### config.mk
export PLATFORM = sky130hd
export DESIGN_NAME = goertzel_band_spectrum
export DESIGN_NICKNAME = d
export VERILOG_FILES = /design/src/hw/rtl/gbs_pkg.sv /design/src/hw/rtl/gbs_ram.sv /design/src/hw/rtl/goertzel_band_spectrum.sv
export SDC_FILE = /design/constraint.sdc
export NUM_CORES = 2
export LEC_CHECK = 0
export BUFFER_PORTS_ARGS = -buffer_cell sky130_fd_sc_hd__buf_2
export CAP_MARGIN = 20
export CORE_MARGIN = 2
export CORE_UTILIZATION = 40
export DETAILED_ROUTE_END_ITERATION = 6
export GPL_TIMING_DRIVEN = 0
export SYNTH_ARGS = -nofsm -noshare
export SYNTH_HDL_FRONTEND = slang
export SYNTH_SLANG_ARGS = --single-unit
### constraint.sdc
create_clock -name clk -period 8.16 [get_ports clk]
set_input_delay 0.408 -clock clk [delete_from_list [all_inputs] [get_ports clk]]
set_output_delay 0.408 -clock clk [all_outputs]
set_load 0.01 [all_outputs]
### src/hw/rtl/gbs_pkg.sv
package gbs_pkg;

  // Block geometry.
  localparam int NUM_BANDS    = 8;
  localparam int BLOCK_FRAMES = 16;

  localparam int BAND_W  = (NUM_BANDS > 1) ? $clog2(NUM_BANDS) : 1;
  localparam int FRAME_W = $clog2(BLOCK_FRAMES + 1);

  // Field widths.
  localparam int SAMPLE_W = 16;
  localparam int X_W      = 12;  // sample after the arithmetic shift by 4
  localparam int STATE_W  = 32;
  localparam int COEF_W   = 17;
  localparam int PROD_W   = COEF_W + STATE_W;
  localparam int MAG_W    = 15;
  localparam int IDX_W    = 3;
  localparam int CHAN_W   = 2;
  localparam int COEF_SHIFT = 15;

  // Channel mode codes.
  localparam logic [CHAN_W-1:0] CHAN_MONO   = 2'd1;
  localparam logic [CHAN_W-1:0] CHAN_STEREO = 2'd2;

  localparam logic [MAG_W-1:0] MAG_MAX = 15'h7fff;

  // Q15 Goertzel coefficients, 2*cos(w) scaled by 32768.
  localparam logic signed [COEF_W-1:0] BAND_COEF [8] = '{
    17'sd60547, 17'sd46341, 17'sd25080, 17'sd0,
    -17'sd25080, -17'sd46341, -17'sd60547, -17'sd65536
  };

  // Band b uses coefficient entry b mod 8.
  function automatic logic signed [COEF_W-1:0] coef_of(input logic [BAND_W-1:0] band);
    logic [2:0] k;
    k = 3'(band);
    return BAND_COEF[k];
  endfunction

  // One RAM word holds s1 in the upper half and s2 in the lower half.
  typedef struct packed {
    logic [STATE_W-1:0] recent;
    logic [STATE_W-1:0] older;
  } band_state_t;

  localparam int WORD_W = 2 * STATE_W;

endpackage

### src/hw/rtl/gbs_ram.sv
module gbs_ram #(
  parameter int WIDTH = 64,
  parameter int DEPTH = 8
) (
  input  logic                                          clk,
  input  logic                                          we,
  input  logic [((DEPTH > 1) ? $clog2(DEPTH) : 1)-1:0]  waddr,
  input  logic [WIDTH-1:0]                              wdata,
  input  logic                                          re,
  input  logic [((DEPTH > 1) ? $clog2(DEPTH) : 1)-1:0]  raddr,
  output logic [WIDTH-1:0]                              rdata
);

  logic [WIDTH-1:0] mem [DEPTH];

  always_ff @(posedge clk) begin
    if (we) begin
      mem[waddr] <= wdata;
    end
    if (re) begin
      rdata <= mem[raddr];
    end
  end

endmodule

### src/hw/rtl/goertzel_band_spectrum.sv
// Channel   Direction  Handshake            Payload
// config    in         config_write         config_data (channel_count)
// in        in         in_valid / in_stall  left_sample, right_sample, chunk_start
// out       out        out_valid / out_stall band_index, band_magnitude, last_band
//
// In a counted frame one band state is read from the state RAM per cycle,
// multiplied into the product register and written back, and the next frame
// waits until the last band has been written. Frames that are ignored start
// no update sweep. The final frame of a block is followed by an output sweep
// that takes each band through the read, magnitude and output register steps.
// Reset (rst, synchronous) marks every band state as zero, sets the block idle
// until a chunk starts and selects stereo; no clearing pass is needed.
// A stall on the output only holds the output register and the sweep.
module goertzel_band_spectrum (
  input  logic                                 clk,
  input  logic                                 rst,
  input  logic                                 config_write,
  input  logic [gbs_pkg::CHAN_W-1:0]           config_data,
  input  logic                                 in_valid,
  output logic                                 in_stall,
  input  logic signed [gbs_pkg::SAMPLE_W-1:0]  left_sample,
  input  logic signed [gbs_pkg::SAMPLE_W-1:0]  right_sample,
  input  logic                                 chunk_start,
  output logic                                 out_valid,
  input  logic                                 out_stall,
  output logic [gbs_pkg::IDX_W-1:0]            band_index,
  output logic [gbs_pkg::MAG_W-1:0]            band_magnitude,
  output logic                                 last_band
);

  localparam logic [gbs_pkg::BAND_W-1:0] LAST_BAND =
    gbs_pkg::BAND_W'(gbs_pkg::NUM_BANDS - 1);
  localparam logic [gbs_pkg::FRAME_W-1:0] FRAMES_END =
    gbs_pkg::FRAME_W'(gbs_pkg::BLOCK_FRAMES);

  // The sequencer: idle, band update sweep, then, after a block's final frame, the output sweep.
  typedef enum logic [4:0] {
    S_IDLE  = 5'b00001,
    S_UPD   = 5'b00010,
    S_E_RD  = 5'b00100,
    S_E_ABS = 5'b01000,
    S_E_OUT = 5'b10000
  } state_t;

  state_t state, state_next;

  logic [gbs_pkg::CHAN_W-1:0]  channel_count;
  logic [gbs_pkg::FRAME_W-1:0] frame_index;
  logic [gbs_pkg::NUM_BANDS-1:0] band_valid;
  logic                          emit_pending;
  logic signed [gbs_pkg::X_W-1:0] x;

  // Band counters and pipeline tags.
  logic [gbs_pkg::BAND_W-1:0] rd_band;
  logic                       issue_done;
  logic                       v1;
  logic [gbs_pkg::BAND_W-1:0] b1;
  logic                       v2;
  logic [gbs_pkg::BAND_W-1:0] b2;

  logic signed [gbs_pkg::PROD_W-1:0] prod;
  logic [gbs_pkg::STATE_W-1:0]       s1_q;
  logic [gbs_pkg::STATE_W-1:0]       s2_q;
  logic [gbs_pkg::STATE_W-1:0]       abs1;
  logic [gbs_pkg::STATE_W-1:0]       abs2;

  // RAM ports.
  logic                         rd_en;
  logic                         wr_en;
  logic [gbs_pkg::WORD_W-1:0]   rd_word;
  gbs_pkg::band_state_t         rd_data;
  gbs_pkg::band_state_t         wr_data;

  gbs_ram #(
    .WIDTH (gbs_pkg::WORD_W),
    .DEPTH (gbs_pkg::NUM_BANDS)
  ) u_state_ram (
    .clk   (clk),
    .we    (wr_en),
    .waddr (b2),
    .wdata (wr_data),
    .re    (rd_en),
    .raddr (rd_band),
    .rdata (rd_word)
  );

  // An entry that has not been written since the chunk started reads as zero.
  always_comb begin
    rd_data = gbs_pkg::band_state_t'(rd_word);
    if (!band_valid[b1]) begin
      rd_data = '0;
    end
  end

  // Input request handling: the sample reduction happens at acceptance.
  logic                               in_take;
  logic [gbs_pkg::FRAME_W-1:0]        frame_eff;
  logic                               frame_counted;
  logic signed [gbs_pkg::SAMPLE_W:0]  pair_sum;
  logic signed [gbs_pkg::SAMPLE_W:0]  pair_adj;
  logic signed [gbs_pkg::SAMPLE_W-1:0] mixed;

  assign in_stall = (state != S_IDLE);
  assign in_take  = in_valid && !in_stall;

  always_comb begin
    frame_eff     = chunk_start ? '0 : frame_index;
    frame_counted = (frame_eff < FRAMES_END);
    pair_sum      = $signed({left_sample[gbs_pkg::SAMPLE_W-1], left_sample}) +
                    $signed({right_sample[gbs_pkg::SAMPLE_W-1], right_sample});
    // Truncating toward zero: odd negative sums are rounded up before the shift.
    pair_adj      = pair_sum + ((pair_sum[gbs_pkg::SAMPLE_W] && pair_sum[0]) ?
                    (gbs_pkg::SAMPLE_W+1)'(1) : '0);
    if (channel_count == gbs_pkg::CHAN_STEREO) begin
      mixed = pair_adj[gbs_pkg::SAMPLE_W:1];
    end else begin
      mixed = left_sample;
    end
  end

  // Update datapath: s0 = x + ((coef * s1) >>> 15) - s2, wrapped to 32 bits.
  logic [gbs_pkg::STATE_W-1:0] s0;
  assign s0 = gbs_pkg::STATE_W'($signed(x)) +
              prod[gbs_pkg::COEF_SHIFT +: gbs_pkg::STATE_W] - s2_q;
  assign wr_en   = v2;
  assign wr_data = '{recent: s0, older: s1_q};

  // Magnitude: 2*(|s1|+|s2|) saturated.
  logic [gbs_pkg::STATE_W+1:0] mag_full;
  logic [gbs_pkg::MAG_W-1:0]   mag;
  assign mag_full = {(gbs_pkg::STATE_W+1)'(abs1) + (gbs_pkg::STATE_W+1)'(abs2), 1'b0};
  assign mag = (mag_full > (gbs_pkg::STATE_W+2)'(gbs_pkg::MAG_MAX)) ?
               gbs_pkg::MAG_MAX : mag_full[gbs_pkg::MAG_W-1:0];

  logic out_free;
  assign out_free = !out_valid || !out_stall;

  always_comb begin
    rd_en      = 1'b0;
    state_next = state;
    unique case (state)
      S_IDLE: begin
        if (in_take && frame_counted) begin
          state_next = S_UPD;
        end
      end
      S_UPD: begin
        rd_en = !issue_done;
        if (v2 && (b2 == LAST_BAND)) begin
          state_next = emit_pending ? S_E_RD : S_IDLE;
        end
      end
      S_E_RD: begin
        rd_en      = 1'b1;
        state_next = S_E_ABS;
      end
      S_E_ABS: begin
        state_next = S_E_OUT;
      end
      S_E_OUT: begin
        if (out_free) begin
          state_next = (b1 == LAST_BAND) ? S_IDLE : S_E_RD;
        end
      end
      default: begin
        state_next = S_IDLE;
      end
    endcase
  end

  // Control registers.
  always_ff @(posedge clk) begin
    if (rst) begin
      state         <= S_IDLE;
      channel_count <= gbs_pkg::CHAN_STEREO;
      frame_index   <= FRAMES_END;
      band_valid    <= '0;
      emit_pending  <= 1'b0;
      rd_band       <= '0;
      issue_done    <= 1'b0;
      v1            <= 1'b0;
      v2            <= 1'b0;
      out_valid     <= 1'b0;
    end else begin
      state <= state_next;
      if (config_write) begin
        channel_count <= config_data;
      end
      if (in_take) begin
        if (chunk_start) begin
          band_valid <= '0;
        end
        if (frame_counted) begin
          frame_index  <= frame_eff + 1'b1;
          emit_pending <= ((frame_eff + 1'b1) == FRAMES_END);
          rd_band      <= '0;
          issue_done   <= 1'b0;
        end else begin
          frame_index <= frame_eff;
        end
      end
      if (rd_en) begin
        if (rd_band == LAST_BAND) begin
          rd_band    <= '0;
          issue_done <= 1'b1;
        end else begin
          rd_band <= rd_band + 1'b1;
        end
      end
      v1 <= rd_en && (state == S_UPD);
      v2 <= v1;
      if (wr_en) begin
        band_valid[b2] <= 1'b1;
      end
      if (state == S_E_OUT && out_free) begin
        out_valid <= 1'b1;
      end else if (!out_stall) begin
        out_valid <= 1'b0;
      end
    end
  end

  // Payload registers.
  always_ff @(posedge clk) begin
    if (in_take) begin
      x <= mixed[gbs_pkg::SAMPLE_W-1 -: gbs_pkg::X_W];
    end
    if (rd_en) begin
      b1 <= rd_band;
    end
    b2 <= b1;
    if (v1) begin
      prod <= gbs_pkg::coef_of(b1) * $signed(rd_data.recent);
      s1_q <= rd_data.recent;
      s2_q <= rd_data.older;
    end
    if (state == S_E_ABS) begin
      abs1 <= rd_data.recent[gbs_pkg::STATE_W-1] ? (~rd_data.recent + 1'b1) :
              rd_data.recent;
      abs2 <= rd_data.older[gbs_pkg::STATE_W-1] ? (~rd_data.older + 1'b1) :
              rd_data.older;
    end
    if (state == S_E_OUT && out_free) begin
      band_index     <= gbs_pkg::IDX_W'(b1);
      band_magnitude <= mag;
      last_band      <= (b1 == LAST_BAND);
    end
  end

  // The write-back of a band never hits the entry being read in the same cycle.
  a_no_rw_collision: assert property (@(posedge clk) disable iff (rst)
    (wr_en && rd_en) |-> (b2 != rd_band))
    else $error("state RAM read and write hit the same band");

  // The frame count never runs past the block length.
  a_frame_bound: assert property (@(posedge clk) disable iff (rst)
    frame_index <= FRAMES_END)
    else $error("frame count beyond block length");

  // The output sweep only runs once a full block has been taken.
  a_emit_full_block: assert property (@(posedge clk) disable iff (rst)
    (state == S_E_RD) |-> (frame_index == FRAMES_END))
    else $error("output sweep without a full block");

  // The last-band flag travels only with the highest band number.
  a_last_band_index: assert property (@(posedge clk) disable iff (rst)
    (out_valid && last_band) |-> (band_index == gbs_pkg::IDX_W'(gbs_pkg::NUM_BANDS - 1)))
    else $error("last band flag on the wrong band");

  // The RAM is written only during the update sweep.
  a_write_in_update: assert property (@(posedge clk) disable iff (rst)
    wr_en |-> (state == S_UPD))
    else $error("state RAM written outside the update sweep");

endmodule
# Yosys cells after proc, flatten, opt, wreduce, memory -nomap -nowiden
# Memory sizes are Yosys's and may differ from the RTL's. A register that Yosys moved wholly into a read port is not among the register bits.
# Cells that the tools add are included.
dict set report op_classes {
  n_addsub 9
  n_mul 1
  n_lt_le_gt_ge 6
  n_eq_ne 15
  muxes 37
  bitwise_logic 4
  reduce_logical 17
}
# op n
set op_table {}
lappend op_table {{adder 32 x 1 -> 32 bit, second input constant} 2}
lappend op_table {{2-to-1 mux 64 bit} 1}
lappend op_table {{inverter 32 bit} 2}
lappend op_table {{2-to-1 mux 31 bit} 2}
lappend op_table {{multiplier 17 x 32 -> 47 bit} 1}
lappend op_table {{greater-than comparator 34 x 15 -> 1 bit, second input constant} 1}
lappend op_table {{2-to-1 mux 17 bit} 2}
lappend op_table {{adder 32 x 32 -> 33 bit} 1}
lappend op_table {{adder 32 bit} 1}
lappend op_table {{2-to-1 mux 8 bit} 4}
lappend op_table {{subtractor 32 bit} 1}
lappend op_table {{2-to-1 mux 5 bit} 5}
lappend op_table {{one-hot mux 5 bit (5 select lines)} 1}
lappend op_table {{2-to-1 mux 3 bit} 6}
lappend op_table {{adder 16 x 16 -> 17 bit} 1}
lappend op_table {{adder 17 x 1 -> 17 bit} 1}
lappend op_table {{2-to-1 mux 16 bit} 1}
lappend op_table {{2-to-1 mux 1 bit} 12}
lappend op_table {{== test 5 bit, second input constant} 2}
lappend op_table {{== test 3 bit, second input constant} 3}
lappend op_table {{< comparator 3 x 4 -> 1 bit, second input constant} 2}
lappend op_table {{bitwise OR 8 bit} 1}
lappend op_table {{logical AND 1 bit} 7}
lappend op_table {{inequality test 2 bit, second input constant} 3}
lappend op_table {{other kinds (21)} 26}
dict set report word_totals {
  ff_bits 240
  mem_bits_rw 512
  rom_bits 136
  in_bits 40
  wordCells 115
  n_memories 2
}
# name depth width read_ports rd_ports_with_merged_regs write_ports line
set memory_table {}
lappend memory_table {u_state_ram.mem 8 64 1 1 1 gbs_ram.sv:14} ;# logic [WIDTH-1:0] mem [DEPTH];
lappend memory_table {{(name not given)} 8 17 1 0 0 gbs_pkg.sv:37} ;# return BAND_COEF[k];

# Depth between registers and ports, before layout
dict set report depth {
  word_depth 7
  mapped_depth 32
  depth_no_buf 28
}

# By module
# From an unflattened synthesis, not the netlist that was laid out.
dict set report hier_totals {
  hier_cells 4109
  hier_area_um2 52251.4
}
# module n_inst cells_per_inst area_each_um2 seq_area_each_um2
set by_module_without_submodules {}
lappend by_module_without_submodules {goertzel_band_spectrum 1 3293 31063.5 6446.2}
lappend by_module_without_submodules {gbs_ram 1 816 21187.8 17296.6}

# Least setup slack after synthesis
# OpenSTA, ideal clock, no wires.
dict set report synth_timing {
  path_kind {flip-flop to flip-flop}
  startpoint {reg b1[0] (netlist name)}
  endpoint {reg prod[46] (netlist name) (data pin)}
  setup_time_ns 0.260
  arrival_time_ns 7.838
  required_ns 7.900
  slack_ns 0.063
  stages_incl_launch_ff 30
  path_buffers 5
  synth_period_minus_slack_ns 8.097
  path_cell_list {edfxtp_1 mux4_2 mux2_2 clkbuf_1 buf_6 buf_6 clkbuf_1 nand2_1 inv_1 clkbuf_1 nand2_1 fa_1 fa_1 fa_1 inv_1 fa_1 fa_1 inv_1 fa_1 inv_1 ha_1 a22oi_1 nand2_1 a2111oi_0 a211o_1 nand3_1 a41o_1 a31oi_1 o221ai_1 xnor2_1}
}
# element line
set synth_lines {}
lappend synth_lines {{from (decl)} goertzel_band_spectrum.sv:57} ;# logic [gbs_pkg::BAND_W-1:0] b1;
lappend synth_lines {{from (signal assigned)} goertzel_band_spectrum.sv:229} ;# b1 <= rd_band;
lappend synth_lines {{to (signal assigned)} goertzel_band_spectrum.sv:233} ;# prod <= gbs_pkg::coef_of(b1) * $signed(rd_data.recent);
lappend synth_lines {{to (decl)} goertzel_band_spectrum.sv:61} ;# logic signed [gbs_pkg::PROD_W-1:0] prod;

==> results.yml <==
min_path:
  hp-start: "left_sample[15]"
  hp-class: "input pin to register"
  hold_depth: 3
finish:
  multi_input_area_sq_um: 26500
  layout_common_cells: "edfxtp_1, inv_1, fa_1"
  layout_commonest_cell: "edfxtp_1"
  num-nets-final: 5182
  drive_gt1_share_pct: 16.54
  layoutNonFillerInstCount: 6215
  fillCellCount: 11730
  area_delta_synth_final_pct: 15.20
  seqCellArea_sq_um: 23750
  fin_area_sq_um: 60430
route:
  dr.first_iter.drc_count: 3271
  ant_nets: 0
  drc: 0
  dr.pass1.iters: 6
  dr_total_vias: 33210
  vias_per_cell: 5.343
  wl_per_cell_um: 23.50
  wl_um: 146100
placed_design:
  port_buffers: 59
  dpl_worst_slack_ns: -3.099
  dpl-instance-area_sq_um: 55690
  gp_congestion: 0.9775
  place_inst: 5980
  dp_hpwl_um: 113400
sta:
  worstMarginPinSlew_ns: 1.063
  hold_viol: 0
  setup-violations-final: 12
  rsz0062_at_grt: "true"
  skew_ns: 0.04586
  finalCriticalPeriod_ns: 8.346
  max_freq_ghz: 0.1198
  slew_headroom_pct: 29.12
  finalCritPeriodShare_pct: 102.3
  report.final.slew_viol_count: 0
  fin_ws_ns: -0.1859
synthesis:
  syn_nets: 4913
  synth-async-reset-ratio_pct: 0
  seq_area_frac_synth_pct: 45.26
  syn_inst: 4137
  synth_top_area_share_pct: 44.08
  synth_cell_type_count: 85
  synth_warnings: 0
  synth_edf_count: 770
  synthTopCellsByArea: "edfxtp_1, fa_1, mux4_2"
  yosys_register_bits: 801
  synth_ff_type: "edfxtp_1"
  synthesis.area_sq_um: 52450
  yosysTopAreaCell: "edfxtp_1"
  syn-mean-instance-area_sq_um: 12.68
clock_network:
  clockBufferDepth: 3
  cts_max_level: 3
  cts_root_buf: "clkbuf_16"
  clk_latency_ns: 0.69
  cts_sinks: 801
  clk_pin_slew_worst_paths_ns: 0.06
  tritoncts: "yes"
  cts_buffers: 80
setup_path:
  crit_path_start: "b1[0]$_DFFE_PP_"
  critPathKind: "register to register"
  cp.required_ns: 8.64
  r2r-start: "b1[0]$_DFFE_PP_"
  reg2regPathDepth: 27
  crit_arrival_ns: 8.83
  worstSetupStartpointType: "register"
  regToRegSetupSlack_ns: -0.19
  cp-end-kind: "register"
  critPathMaxFanout: 9
floorplanning:
  die_height_um: 366.1
  rows: 132
  core-area_sq_um: 129800
  die_area_sq_um: 134000
  die_x_um: 366.1
  io_pins: 61
  start_util_pct: 40.41
global_routing:
  grt_usage_pct: 21.85
  grt_pass1_vias: 33370
  antenna_found_initial: 9
  grt_pass1_wl_um: 217100
  grt_max_degree: 61
  overflow: 0
power_and_ir_drop:
  power_density_nw_per_um2: 174.7
  p_leak_uw: 0.02410
  irDropWorstVdd_mv: 0.1928
status:
  status: "finished, violations left"
  violations: "negative setup slack"
job:
  maxCapViolCount: 0
worst max-delay path: stages (launching register included):
cell	delay [ns]
edfxtp_1	0.50
mux4_2	0.62
mux2_4	0.35
clkbuf_16	0.18
buf_12	0.15
buf_12	0.15
nand2_2	0.26
clkinv_4	0.21
nand2_1	0.23
fa_1	0.42
inv_1	0.08
fa_1	0.46
fa_1	0.48
fa_1	0.53
fa_1	0.50
inv_1	0.05
fa_1	0.47
inv_1	0.06
ha_4	0.32
nand3_4	0.10
nor3_4	0.34
o221ai_2	0.17
a211o_4	0.38
nand3_4	0.13
a41o_4	0.26
a31oi_4	0.16
o31ai_2	0.23
xor2_1	0.30
stage by stage:
stage	utilization [%]	total power (uW)	hold WS, ns	TNS (ns)
after floorplan	-	6255	0.3635	0
after global placement	42.31	6797	0.4376	-413.03
after detailed placement	42.90	6842	0.4432	-72.36
after CTS	46.06	10590	0.01427	-0.3180
after global routing	46.54	10950	0.03744	-2.695
final	46.55	10560	0.05439	-1.187
cell usage after synthesis, drive strengths merged (4+ instances only):
| library cell | instances |
|---|---|
| a2111oi | 4 |
| a211o | 10 |
| a211oi | 10 |
| a21boi | 8 |
| a21o | 40 |
| a21oi | 102 |
| a31oi | 14 |
| and2 | 35 |
| and3 | 13 |
| buf | 22 |
| clkbuf | 112 |
| clkinv | 7 |
| dfxtp | 31 |
| edfxtp | 770 |
| fa | 536 |
| ha | 200 |
| inv | 705 |
| mux2 | 65 |
| mux2i | 9 |
| mux4 | 130 |
| nand2 | 430 |
| nand2b | 24 |
| nand3 | 49 |
| nand3b | 5 |
| nand4 | 12 |
| nor2 | 280 |
| nor2b | 24 |
| nor3 | 39 |
| nor4 | 9 |
| nor4b | 4 |
| o2111ai | 9 |
| o211ai | 13 |
| o21a | 31 |
| o21ai | 78 |
| o21bai | 17 |
| o311ai | 7 |
| o31a | 7 |
| o31ai | 28 |
| o41ai | 8 |
| or2 | 6 |
| or3 | 14 |
| or4 | 7 |
| xnor2 | 77 |
| xor2 | 91 |
registers in the layout, summed over array words and instances (netlist names), 2 cells and up:
signal / cells
b1: 3
band_index: 3
channel_count: 2
abs2: 32
x: 12
band_magnitude: 15
rd_band: 3
band_valid: 8
s2_q: 32
state: 5
u_state_ram.rdata: 64
u_state_ram.mem: 512
b2: 3
prod: 32
s1_q: 32
frame_index: 5
abs1: 32
where the power goes:
group | switching, uW | internal, uW | leakage [uW]
sequential | 81.3 | 4980 | 0.00707
combinational | 1190 | 570 | 0.0158
clock | 1620 | 2120 | 0.00128
total | 2890 | 7670 | 0.0241
routing by layer:
layer  vias to the layer above  routed length (um)  track usage, %
li1                      14550                   -               -
met3                       256               12460           4.397
met1                     17010               61080           30.71
met2                      1390               66990           33.91
met5                         -                  31               0
met4                         4                5487           7.423
path summary, 6_finish.rpt:
| path | end |
|---|---|
| min | x[11]$_DFFE_PP_ |
| min reg2reg | band_valid[7]$_SDFF_PP0_ |
| max reg2reg | prod[44]$_DFFE_PP_ |
| max | prod[44]$_DFFE_PP_ |
logic make-up after synthesis:
kind of cell	Yosys count	synth area share (%)
compound gates	420	5.350
xor+xnor	168	2.805
fa+ha+maj	736	25.23
buf+inv	846	6.128
flops	801	45.26
mux	204	7.149
simple gates	962	8.077
timing repair:
action | CTS | global route
gates resized for setup | 261 | 103
gates cloned | 4 | 1
hold buffers | 5 | 0
setup endpoints to repair | 32 | 21
endpoints found under the hold margin | 3 | 0
buffers inserted | 47 | 25
pin swaps | 50 | 39
final cells by class:
cell class / instances / share of cell area (%)
multi-input cells: 2490 / 43.85
repair buffers: 191 / 3.009
inverters: 712 / 4.547
diodes: 5 / 0.02071
well taps: 1742 / 3.607
clock inverters: 47 / 0.9339
flip-flops and latches: 801 / 39.30
clock buffers: 97 / 3.419
plain buffers: 130 / 1.315
(Power assumes the default switching activity.)
